<file path="src/rtl/plc_pkg.sv">
// Shared types, widths and color node tables for the piecewise linear colormap core.
// No dependencies; every other file of the core imports this package.
package plc_pkg;

	localparam int IDX_W      = 16;
	localparam int CH_W       = 8;
	localparam int NUM_CH     = 3;
	localparam int NODE_COUNT = 8;
	localparam int BIN_W      = 3;
	localparam int P_W        = IDX_W + BIN_W;
	localparam int PROD_W     = IDX_W + CH_W;
	localparam int NUM_W      = IDX_W + CH_W + 2;
	localparam int DEN_W      = IDX_W + 1;
	localparam int FIFO_DEPTH = 4;
	localparam int FIFO_AW    = 2;

	localparam logic [FIFO_AW:0] FIFO_FULL = (FIFO_AW + 1)'(FIFO_DEPTH);
	localparam logic [IDX_W-1:0] NUM_COLORS_RST = IDX_W'(256);

	localparam int CH_RED   = 0;
	localparam int CH_GREEN = 1;
	localparam int CH_BLUE  = 2;

	localparam logic [CH_W-1:0] RAMP [0:NUM_CH-1][0:NODE_COUNT-1] = '{
		'{8'd0,   8'd105, 8'd0,   8'd180, 8'd255, 8'd255, 8'd255, 8'd255},
		'{8'd0,   8'd145, 8'd255, 8'd255, 8'd215, 8'd143, 8'd69,  8'd0},
		'{8'd255, 8'd2,   8'd29,  8'd0,   8'd6,   8'd1,   8'd0,   8'd0}
	};

	typedef struct packed {
		logic             err;
		logic [BIN_W-1:0] bin;
		logic [IDX_W-1:0] rem;
	} plc_job_t;

endpackage

</file>
<file path="src/rtl/piecewise_linear_colormap_core.sv">
// The core maps a palette index to an RGB triple on an eight-node color ramp for a palette of
// num_colors entries and takes one item per clock while s_tready is high; an item passes through
// the three bin division stages, the queue, and the lookup, multiply, sum and eight
// quotient-bit stages of the blend divider before its result appears.
// A four-entry queue lets the front keep accepting while the output is held, and an index not
// below num_colors returns black with index_error set. Configuration writes are always taken.
// Depends on plc_pkg, plc_front, plc_fifo, plc_div and plc_back.
module piecewise_linear_colormap_core (
	input  logic                       clk,
	input  logic                       arst_n,
	input  logic                       cfg_valid,
	output logic                       cfg_ready,
	input  logic [plc_pkg::IDX_W-1:0]  cfg_data,  // num_colors
	input  logic                       s_tvalid,
	output logic                       s_tready,
	input  logic [plc_pkg::IDX_W-1:0]  s_tdata,   // [15:0] color_index
	output logic                       m_tvalid,
	input  logic                       m_tready,
	output logic [3*plc_pkg::CH_W-1:0] m_tdata,   // [7:0] red, [15:8] green, [23:16] blue
	output logic                       m_tuser    // [0] index_error
);
	import plc_pkg::*;

	logic [IDX_W-1:0] num_colors_q;
	plc_job_t         fr_job, bk_job;
	logic             fr_valid, fr_ready, bk_valid, bk_ready;

	assign cfg_ready = 1'b1;

	always_ff @(posedge clk or negedge arst_n) begin
		if (!arst_n) begin
			num_colors_q <= NUM_COLORS_RST;
		end else if (cfg_valid && cfg_ready) begin
			num_colors_q <= cfg_data;
		end
	end

	plc_front u_front (
		.clk       (clk),
		.arst_n    (arst_n),
		.s_tvalid  (s_tvalid),
		.s_tready  (s_tready),
		.s_tdata   (s_tdata),
		.n         (num_colors_q),
		.job_valid (fr_valid),
		.job_ready (fr_ready),
		.job       (fr_job)
	);

	plc_fifo u_fifo (
		.clk      (clk),
		.arst_n   (arst_n),
		.wr_valid (fr_valid),
		.wr_ready (fr_ready),
		.wr_data  (fr_job),
		.rd_valid (bk_valid),
		.rd_ready (bk_ready),
		.rd_data  (bk_job)
	);

	plc_back u_back (
		.clk       (clk),
		.arst_n    (arst_n),
		.job_valid (bk_valid),
		.job_ready (bk_ready),
		.job       (bk_job),
		.n         (num_colors_q),
		.m_tvalid  (m_tvalid),
		.m_tready  (m_tready),
		.m_tdata   (m_tdata),
		.m_tuser   (m_tuser)
	);

endmodule

</file>
<file path="src/rtl/plc_front.sv">
// Front end: accepts color indexes, flags out-of-range ones and splits index*7 into bin and
// remainder by a three-stage restoring division. Depends on plc_pkg.
module plc_front (
	input  logic                      clk,
	input  logic                      arst_n,
	input  logic                      s_tvalid,
	output logic                      s_tready,
	input  logic [plc_pkg::IDX_W-1:0] s_tdata,   // [15:0] color_index
	input  logic [plc_pkg::IDX_W-1:0] n,
	output logic                      job_valid,
	input  logic                      job_ready,
	output plc_pkg::plc_job_t         job
);
	import plc_pkg::*;

	logic           en;
	logic           vld_s1, vld_s2, vld_s3;
	logic           err_s1, err_s2, err_s3;
	logic [P_W-1:0] p_s1, r_s2, r_s3;
	logic           b2_s2, b2_s3, b1_s3;
	logic [P_W-1:0] n4, n2, n1, p_in;
	logic           b0;

	assign n4   = {1'b0, n, 2'b00};
	assign n2   = {2'b00, n, 1'b0};
	assign n1   = {3'b000, n};
	assign p_in = {s_tdata, 3'b000} - {3'b000, s_tdata};

	assign en        = !vld_s3 || job_ready;
	assign s_tready  = en;
	assign job_valid = vld_s3;

	always_ff @(posedge clk or negedge arst_n) begin
		if (!arst_n) begin
			vld_s1 <= 1'b0;
			vld_s2 <= 1'b0;
			vld_s3 <= 1'b0;
		end else if (en) begin
			vld_s1 <= s_tvalid;
			vld_s2 <= vld_s1;
			vld_s3 <= vld_s2;
		end
	end

	always_ff @(posedge clk) begin
		if (en) begin
			p_s1   <= p_in;
			err_s1 <= (s_tdata >= n);
			err_s2 <= err_s1;
			b2_s2  <= (p_s1 >= n4);
			r_s2   <= (p_s1 >= n4) ? p_s1 - n4 : p_s1;
			err_s3 <= err_s2;
			b2_s3  <= b2_s2;
			b1_s3  <= (r_s2 >= n2);
			r_s3   <= (r_s2 >= n2) ? r_s2 - n2 : r_s2;
		end
	end

	assign b0      = (r_s3 >= n1);
	assign job.err = err_s3;
	assign job.bin = {b2_s3, b1_s3, b0};
	assign job.rem = b0 ? IDX_W'(r_s3 - n1) : IDX_W'(r_s3);

endmodule

</file>
<file path="src/rtl/plc_fifo.sv">
// Short register queue that decouples the front end from the blend pipeline.
// Depends on plc_pkg for the entry type and depth.
module plc_fifo (
	input  logic              clk,
	input  logic              arst_n,
	input  logic              wr_valid,
	output logic              wr_ready,
	input  plc_pkg::plc_job_t wr_data,
	output logic              rd_valid,
	input  logic              rd_ready,
	output plc_pkg::plc_job_t rd_data
);
	import plc_pkg::*;

	plc_job_t           mem_q [FIFO_DEPTH];
	logic [FIFO_AW-1:0] wptr_q, rptr_q;
	logic [FIFO_AW:0]   cnt_q;
	logic               push, pop;

	assign wr_ready = (cnt_q != FIFO_FULL);
	assign rd_valid = (cnt_q != '0);
	assign rd_data  = mem_q[rptr_q];
	assign push     = wr_valid && wr_ready;
	assign pop      = rd_valid && rd_ready;

	always_ff @(posedge clk or negedge arst_n) begin
		if (!arst_n) begin
			wptr_q <= '0;
			rptr_q <= '0;
			cnt_q  <= '0;
		end else begin
			if (push) begin
				wptr_q <= wptr_q + 1'b1;
			end
			if (pop) begin
				rptr_q <= rptr_q + 1'b1;
			end
			if (push && !pop) begin
				cnt_q <= cnt_q + 1'b1;
			end else if (pop && !push) begin
				cnt_q <= cnt_q - 1'b1;
			end
		end
	end

	always_ff @(posedge clk) begin
		if (push) begin
			mem_q[wptr_q] <= wr_data;
		end
	end

endmodule

</file>
<file path="src/rtl/plc_div.sv">
// One color lane of the blend divider: an eight-stage restoring division that yields one
// quotient bit per stage. Depends on plc_pkg.
module plc_div (
	input  logic                      clk,
	input  logic                      en,
	input  logic [plc_pkg::NUM_W-1:0] num,
	input  logic [plc_pkg::DEN_W-1:0] den,
	output logic [plc_pkg::CH_W-1:0]  quo
);
	import plc_pkg::*;

	logic [NUM_W-1:0] rin   [CH_W];
	logic [NUM_W-1:0] rdiff [CH_W];
	logic [CH_W-1:0]  qin   [CH_W];
	logic [CH_W-1:0]  qbit;
	logic [NUM_W-1:0] rem_s [1:CH_W-1];
	logic [CH_W-1:0]  quo_s [1:CH_W];

	for (genvar k = 0; k < CH_W; k++) begin : g_step
		if (k == 0) begin : g_first
			assign rin[k] = num;
			assign qin[k] = '0;
		end else begin : g_next
			assign rin[k] = rem_s[k];
			assign qin[k] = quo_s[k];
		end
		assign rdiff[k] = rin[k] - (NUM_W'(den) << (CH_W - 1 - k));
		assign qbit[k]  = (rin[k] >= (NUM_W'(den) << (CH_W - 1 - k)));
	end

	always_ff @(posedge clk) begin
		if (en) begin
			for (int k = 1; k < CH_W; k++) begin
				rem_s[k] <= qbit[k-1] ? rdiff[k-1] : rin[k-1];
			end
			for (int k = 1; k <= CH_W; k++) begin
				quo_s[k] <= {qin[k-1][CH_W-2:0], qbit[k-1]};
			end
		end
	end

	assign quo = quo_s[CH_W];

endmodule

</file>
<file path="src/rtl/plc_back.sv">
// Back end: looks up the two color nodes of each bin, forms the weighted sums and divides
// them by the palette size in three lanes. Depends on plc_pkg and plc_div.
module plc_back (
	input  logic                       clk,
	input  logic                       arst_n,
	input  logic                       job_valid,
	output logic                       job_ready,
	input  plc_pkg::plc_job_t          job,
	input  logic [plc_pkg::IDX_W-1:0]  n,
	output logic                       m_tvalid,
	input  logic                       m_tready,
	output logic [3*plc_pkg::CH_W-1:0] m_tdata,  // [7:0] red, [15:8] green, [23:16] blue
	output logic                       m_tuser   // [0] index_error
);
	import plc_pkg::*;

	localparam int LAT = 3 + CH_W;

	logic              en;
	logic              vld_s [1:LAT];
	logic              err_s [1:LAT];
	logic [IDX_W-1:0]  rem_s1, nrem_s1;
	logic [CH_W-1:0]   lo_s1 [NUM_CH];
	logic [CH_W-1:0]   hi_s1 [NUM_CH];
	logic [PROD_W-1:0] pa_s2 [NUM_CH];
	logic [PROD_W-1:0] pb_s2 [NUM_CH];
	logic [NUM_W-1:0]  num_s3 [NUM_CH];
	logic [CH_W-1:0]   quo [NUM_CH];
	logic [BIN_W-1:0]  bin_hi;
	logic [DEN_W-1:0]  den;

	assign en        = !vld_s[LAT] || m_tready;
	assign job_ready = en;
	assign bin_hi    = BIN_W'(job.bin + 1'b1);
	assign den       = {n, 1'b0};

	always_ff @(posedge clk or negedge arst_n) begin
		if (!arst_n) begin
			for (int k = 1; k <= LAT; k++) begin
				vld_s[k] <= 1'b0;
			end
		end else if (en) begin
			vld_s[1] <= job_valid;
			for (int k = 2; k <= LAT; k++) begin
				vld_s[k] <= vld_s[k-1];
			end
		end
	end

	always_ff @(posedge clk) begin
		if (en) begin
			err_s[1] <= job.err;
			for (int k = 2; k <= LAT; k++) begin
				err_s[k] <= err_s[k-1];
			end
			rem_s1  <= job.rem;
			nrem_s1 <= n - job.rem;
			for (int c = 0; c < NUM_CH; c++) begin
				lo_s1[c]  <= RAMP[c][job.bin];
				hi_s1[c]  <= RAMP[c][bin_hi];
				pa_s2[c]  <= PROD_W'(lo_s1[c]) * PROD_W'(nrem_s1);
				pb_s2[c]  <= PROD_W'(hi_s1[c]) * PROD_W'(rem_s1);
				num_s3[c] <= ((NUM_W'(pa_s2[c]) + NUM_W'(pb_s2[c])) << 1) + NUM_W'(n);
			end
		end
	end

	for (genvar c = 0; c < NUM_CH; c++) begin : g_lane
		plc_div u_div (
			.clk (clk),
			.en  (en),
			.num (num_s3[c]),
			.den (den),
			.quo (quo[c])
		);
	end

	assign m_tvalid = vld_s[LAT];
	assign m_tuser  = err_s[LAT];
	assign m_tdata  = err_s[LAT] ? '0 : {quo[CH_BLUE], quo[CH_GREEN], quo[CH_RED]};

endmodule
</file>
<file path="config.mk">
export PLATFORM = sky130hd
export DESIGN_NAME = piecewise_linear_colormap_core
export DESIGN_NICKNAME = d
export VERILOG_FILES = /design/src/rtl/plc_pkg.sv /design/src/rtl/piecewise_linear_colormap_core.sv /design/src/rtl/plc_front.sv /design/src/rtl/plc_fifo.sv /design/src/rtl/plc_div.sv /design/src/rtl/plc_back.sv
export SDC_FILE = /design/constraint.sdc
export NUM_CORES = 2
export LEC_CHECK = 0
export BUFFER_PORTS_ARGS = -buffer_cell sky130_fd_sc_hd__buf_2
export CAP_MARGIN = 20
export CORE_MARGIN = 2
export CORE_UTILIZATION = 30
export DETAILED_ROUTE_END_ITERATION = 12
export GPL_TIMING_DRIVEN = 0
export PLACE_DENSITY = 0.47
export RECOVER_POWER = 25
export REMOVE_ABC_BUFFERS = 1
export SYNTH_ARGS = -nofsm -noshare
export SYNTH_HDL_FRONTEND = slang
export SYNTH_SLANG_ARGS = --single-unit
</file>
<file path="constraint.sdc">
create_clock -name clk -period 76.3 [get_ports clk]
set_input_delay 3.815 -clock clk [delete_from_list [all_inputs] [get_ports clk]]
set_output_delay 3.815 -clock clk [all_outputs]
set_load 0.01 [all_outputs]
</file>
# [Word-level counts from Yosys, hierarchy flattened]
# Memory sizes are Yosys's and may differ from the RTL's.
# Index checks and enable logic that the tools add are counted.
# W data, S select, Z words.
[totals] mem_count=19 output_inout_bits=28 ff_bits=132 wordCells=179 mem_bits_ro=384 ram_bits=1099
[classes] magnitude_cmp=30 n_mux=43 mul=6 eq_ne=1 reduce_logical=12 n_addsub=37 bitwise_logic=2
[memory_table] memory="u_back.g_lane[0].u_div.rem_s" words=7 width=26 rd=7 rd_clocked_by_memory_dff=0 wr=7 line_no="plc_div.sv:16" source="logic [NUM_W-1:0] rem_s [1:CH_W-1];"
[memory_table] memory="u_back.g_lane[1].u_div.rem_s" words=7 width=26 rd=7 rd_clocked_by_memory_dff=0 wr=7 line_no="plc_div.sv:16"
[memory_table] memory="u_back.g_lane[2].u_div.rem_s" words=7 width=26 rd=7 rd_clocked_by_memory_dff=0 wr=7 line_no="plc_div.sv:16"
[memory_table] memory="u_fifo.mem_q" words=4 width=20 rd=1 rd_clocked_by_memory_dff=0 wr=1 line_no="plc_fifo.sv:15" source="plc_job_t mem_q [FIFO_DEPTH];"
[memory_table] memory="u_back.num_s3" words=3 width=26 rd=3 rd_clocked_by_memory_dff=0 wr=3 line_no="plc_back.sv:27" source="logic [NUM_W-1:0] num_s3 [NUM_CH];"
[memory_table] memory="u_back.pa_s2" words=3 width=24 rd=3 rd_clocked_by_memory_dff=0 wr=3 line_no="plc_back.sv:25" source="logic [PROD_W-1:0] pa_s2 [NUM_CH];"
[memory_table] memory="13 more memories"
[ops] cell="$mux W26" n=21
[ops] cell="$mul A8 B16 Y24" n=6
[ops] cell="$mux W8" n=12
[ops] cell="$add A26 B16 Y26" n=3
[ops] cell="$ge A26 B17 Y1" n=3
[ops] cell="$ge A26 B18 Y1" n=3
[ops] cell="$ge A26 B19 Y1" n=3
[ops] cell="$ge A26 B20 Y1" n=3
[ops] cell="$ge A26 B21 Y1" n=3
[ops] cell="$ge A26 B22 Y1" n=3
[ops] cell="$ge A26 B23 Y1" n=3
[ops] cell="$ge A26 B24 Y1" n=3
[ops] cell="$sub A26 B18 Y26" n=3
[ops] cell="$sub A26 B19 Y26" n=3
[ops] cell="$sub A26 B20 Y26" n=3
[ops] cell="$sub A26 B21 Y26" n=3
[ops] cell="$sub A26 B22 Y26" n=3
[ops] cell="$sub A26 B23 Y26" n=3
[ops] cell="$sub A26 B24 Y26" n=3
[ops] cell="$add A24 B24 Y25" n=3
[ops] cell="$mux W19" n=2
[ops] cell="$sub A16 B16 Y16" n=2
[ops] cell="$mux W24" n=1
[ops] cell="$ge A19 B16 Y1" n=1
[ops] cell="20 further kinds" n=35

# [Depth between registers and ports, before layout]
[depth] depth_word=6 ltp_mapped=23 ltp_nobuf=21

# [Hierarchy]
# Synthesis repeated with hierarchy kept, for this count alone.
[hier_totals] cells_unflattened=9185 area_unflattened_um2=93883.8
[by_module_without_submodules] mod="plc_div" area_each_um2=14920.6 seq_area_each_um2=6546.3 cells_each=1458 instances=3
[by_module_without_submodules] mod="plc_back" area_each_um2=39056.2 seq_area_each_um2=9193.8 cells_each=3971 instances=1
[by_module_without_submodules] mod="plc_front" area_each_um2=6099.6 seq_area_each_um2=1966.9 cells_each=665 instances=1
[by_module_without_submodules] mod="plc_fifo" area_each_um2=3304.4 seq_area_each_um2=2577.5 cells_each=139 instances=1
[by_module_without_submodules] mod="piecewise_linear_colormap_core" area_each_um2=661.9 seq_area_each_um2=401.6 cells_each=36 instances=1

# [Worst setup path after synthesis]
# OpenSTA, ideal clock, no wires.
[synth_path] kind="input-to-reg" start="input port m_tready" end="register u_back.vld_s[1] (netlist bit)" t_arrival_ns=32.589 stages=3 setup_ns=0.184 setup_slack_ns=43.526 n_path_buf=1 cell_sequence="nand2b_1 -> buf_1 -> mux2_2"
[synth_between] elab_chain_len=1
[synth_rtl] element="from (decl)" line_no="piecewise_linear_colormap_core.sv:18" source="input logic m_tready,"
[synth_rtl] element="$logic_or A1 B1 Y1" line_no="plc_back.sv:32" source="assign en = !vld_s[LAT] || m_tready;"
[synth_rtl] element="to (signal, indexed assignment)" line_no="plc_back.sv:45" source="vld_s[k] <= vld_s[k-1];"
[synth_rtl] element="to (decl)" line_no="plc_back.sv:20" source="logic vld_s [1:LAT];"
# Every way passes these cells.
# A chain may end at the register's enable or synchronous reset.

# [Worst setup path after layout]
[layout_path] start="input port m_tready" end="register u_fifo.cnt_q[1]"
[layout_between] elab_chain_len=5
[layout_rtl] element="$logic_or A1 B1 Y1 (*)" line_no="plc_back.sv:32"
[layout_rtl] element="$logic_and A1 B1 Y1 (*)" line_no="plc_fifo.sv:24" source="assign pop = rd_valid && rd_ready;"
[layout_rtl] element="$logic_not A1 Y1" line_no="plc_fifo.sv:38" source="if (push && !pop) begin"
[layout_rtl] element="$logic_and A1 B1 Y1" line_no="plc_fifo.sv:38"
[layout_rtl] element="$mux W3 or $reduce_bool A2 Y1 (tied branches)"
[layout_rtl] element="to (signal assigned)" line_no="plc_fifo.sv:39" source="cnt_q <= cnt_q + 1'b1;"
[layout_rtl] element="to (signal assigned)" line_no="plc_fifo.sv:41" source="cnt_q <= cnt_q - 1'b1;"
[layout_rtl] element="to (decl)" line_no="plc_fifo.sv:17" source="logic [FIFO_AW:0] cnt_q;"
# Every way passes the cells marked *; elsewhere a longest branch is shown, timed or not.

==> results.sh <==
export IMPL_critical_path_top_delay_family="simple AND/OR/NAND/NOR gates"
export IMPL_crit_path_cell_trace="buf_2 -> nand2b_1 -> buf_16 -> o31a_1 -> inv_1 -> ha_1 -> inv_1 -> fa_1 -> mux2_2"
export IMPL_insertion_delay_ns=0.79
export IMPL_cts_resized=0
export IMPL_slowest_stage="nand2b_1"
export IMPL_cp_data_required_time_ns=76.96
export IMPL_post_synth_mux_area_share_pct=1.62
export IMPL_boundaryPins=65
export IMPL_max_stage_delay_ns=1.98
export IMPL_cts_hold_buf=0
export IMPL_synthAdderAreaFrac_pct=23.5
export IMPL_critical_path_peak_fanout=57
export IMPL_initialDrtViolationCount=3467
export IMPL_clock_fmax_mhz=145
export IMPL_critPathKind="primary input to register"
export IMPL_async_reset_ff_share_pct=3.31
export IMPL_synth_compound_area_share_pct=12.5
export IMPL_layout_common_cells="1080 x edfxtp_1, 920 x inv_1, 895 x ha_1, 684 x nand2_1, 497 x fa_1"
export IMPL_synthXorXnorAreaFrac_pct=6.38
export IMPL_totalWireLength_mm=233
export IMPL_viasPerCell=4.89
export IMPL_antenna_found_initial=7
export IMPL_gr_usage_all_layers_pct=15.3
export IMPL_synth_seq_area_share_pct=37.0
export IMPL_ys_warn_count=0
export IMPL_area_growth_pct=11.8
export IMPL_die_w_um=552
export IMPL_num_vias=63000
export IMPL_period_needed_ns=6.90
export IMPL_netlist_area_um2=90000
export IMPL_ant_nets=0
export IMPL_synthFlopType="edfxtp_1"
export IMPL_htree_levels=4
export IMPL_final_common_cell="edfxtp_1"
export IMPL_maxCapViolCount=6
export IMPL_skew_ns=0.0365
export IMPL_dr_pass1_iters=6
export IMPL_setup_tns_ns=0
export IMPL_clockRootBuffer="clkbuf_16"
export IMPL_path_buf_inv=4
export IMPL_endpoint_kind="register"
export IMPL_initial_utilization_pct=30.1
export IMPL_hold_path_class="register to register"
export IMPL_die_h_um=552
export IMPL_route_detailed_drc=0
export IMPL_period_share_pct=9.04
export IMPL_cts_tree="done"
export IMPL_synth_edf_count=1080
export IMPL_grt_overflow_total=0
export IMPL_portBuffers=63
export IMPL_rows=201
export IMPL_place_congestion=0.823
export IMPL_report_final_hold_viol_count=0
export IMPL_cp_start_kind="primary input"
export IMPL_cts_clk_slew_worst_paths_ns=0.06
export IMPL_post_drt_wl_per_cell_um=18.0
export IMPL_core_area_um2=299000
export IMPL_cts_inserted_buffers=139
export IMPL_syn_inst=8732
export IMPL_setup_viol=0
export IMPL_grt_pass1_vias=64600
export IMPL_rsz0062_at_grt="no"
export IMPL_layout_drive_gt1_share_pct=5.71
export IMPL_ys_ff_latch=1117
export IMPL_path_common_cell="inv_1"
export IMPL_finalNetCount=10200
export IMPL_slew_headroom_pct=-134
export IMPL_post_cts_buffers=0
export IMPL_synth_simple_gate_area_share_pct=14.2
export IMPL_synth_top_family_by_area="adder cells"
export IMPL_grt_pass1_wl_mm=365
export IMPL_avgSynthCellArea_um2=10.3
export IMPL_place_hpwl_mm=178
export IMPL_slew_violations=211
export IMPL_clk_path_buf_depth=3
export IMPL_outcome="finished with violations"
export IMPL_clock_sinks=1117
export IMPL_die_area_um2=305000
export IMPL_critPathArrivalTime_ns=7.56
export IMPL_grt_max_degree=73
export IMPL_tightest_slew_ns=3.51
export IMPL_violations="capacitance limit, slew limit"
export IMPL_synth_cell_types=98
==> final timing paths <==
kind / start / to / slack, ns / depth (start not counted)
max reg2reg: num_colors_q[1]$_DFFE_PN0P_ / u_back.g_lane[2].u_div.rem_s[0][48]$_DFFE_PN_ / 69.45 / 11
max in group asynchronous: arst_n / num_colors_q[5]$_DFFE_PN0P_ / 71.33 / 1
max: m_tready / u_fifo.cnt_q[1]$_DFFE_PN0P_ / 69.40 / 9
min in group asynchronous: arst_n / u_back.m_tvalid$_DFFE_PN0N_ / 3.70 / 1
min reg2reg: u_back.g_lane[1].u_div.quo_s[0][17]$_DFFE_PN_ / u_back.g_lane[1].u_div.quo_s[0][26]$_DFFE_PN_ / 0.41 / 0
min: u_back.g_lane[1].u_div.quo_s[0][17]$_DFFE_PN_ / u_back.g_lane[1].u_div.quo_s[0][26]$_DFFE_PN_ / 0.41 / 0
==> metal layers <==
metal  global-route usage [%]  routed length, um  vias up
met5                        0                  0        -
met4                     4.55               6530        0
met3                     1.94               8610      288
met2                     25.2             107000     1109
met1                     20.9             111000    30600
li1                         -                  -    31000
==> synth_stat cells, drive strengths merged (16+ instances only) <==
library cell	n	area share, %
buf	22	0.11
o21bai	45	0.38
o211ai	28	0.23
a2111oi	19	0.19
or3	63	0.44
xnor2	370	3.6
o31ai	68	0.59
a21oi	485	2.7
o21ai	515	2.9
a21o	200	1.7
inv	936	3.9
mux4	19	0.48
nand3	113	0.63
o21a	66	0.55
fa	497	11
a211o	17	0.17
a31oi	53	0.37
clkbuf	176	0.73
a21boi	66	0.55
xor2	285	2.8
nor2	484	2.0
and3	41	0.28
nand2	684	2.9
or2	36	0.25
nand4	74	0.51
and2	436	3.0
nor4	61	0.43
nor3	162	0.91
mux2i	37	0.41
a31o	22	0.21
o41ai	16	0.16
a211oi	64	0.53
edfxtp	1080	36
nand4b	22	0.21
ha	895	12
mux2	59	0.74
dfrtp	36	1.0
or4	26	0.22
nor4b	17	0.20
nor2b	138	0.96
nand2b	111	0.77
==> through the flow <==
stage / hold slack (ns) / util (%) / setup slack [ns] / instance area [um2] / instances
2_1_floorplan: 0.400 / - / 46.76 / 89300 / 8534
4_1_cts: 0.408 / 33.7 / 69.80 / 101000 / 12900
6_report: 0.410 / 33.6 / 69.40 / 101000 / 12900
3_5_place_dp: 0.405 / 32.1 / 69.36 / 96200 / 12600
3_3_place_gp: 0.403 / 31.6 / 37.25 / 94600 / 12600
5_1_grt: 0.424 / 33.6 / 68.72 / 101000 / 12900
==> area by class of cell <==
cell class / instances / area (um2)
repair buffers: 137 / 1810
clock buffers: 163 / 3650
fillers: 30000 / 199000
well taps: 3958 / 4950
inverters: 936 / 3520
multi-input cells: 6481 / 52500
flip-flops and latches: 1117 / 33400
diodes: 6 / 15.0
clock inverters: 90 / 936
==> state kept, by name (all words and copies together), names as in the netlist, 11 cells and up <==
name,flops
u_back.rem_s1,16
u_back.g_lane.u_div.quo_s,108
u_fifo.mem_q,80
u_back.pb_s2,72
num_colors_q,16
u_back.g_lane.u_div.rem_s,532
u_front.p_s1,19
u_front.r_s3,19
u_back.num_s3,76
u_front.r_s2,19
u_back.nrem_s1,16
u_back.err_s,11
u_back.hi_s1,17
u_back.lo_s1,17
u_back.pa_s2,72
==> kinds of logic after synthesis <==
kind of cell | after synthesis
buf+inv | 1134
flops | 1117
other cells | 1
fa+ha+maj | 1393
compound gates | 1794
xor+xnor | 655
simple gates | 2523
mux | 115
==> worst register-to-register path, stage by stage (launching register included) <==
cell       delay [ns]
dfrtp_1          0.72
clkbuf_1         2.46
fa_1             0.64
nor2b_1          0.07
o21ai_1          0.14
a21boi_0         0.15
o21ai_1          0.19
a21oi_1          0.14
a2111oi_1        0.74
o211ai_1         0.23
nand2_1          0.80
o21ai_0          0.28
Power is left out: the tool's default activity adds up to more than one toggle a clock period on the data nets, which glitch-free logic cannot reach.
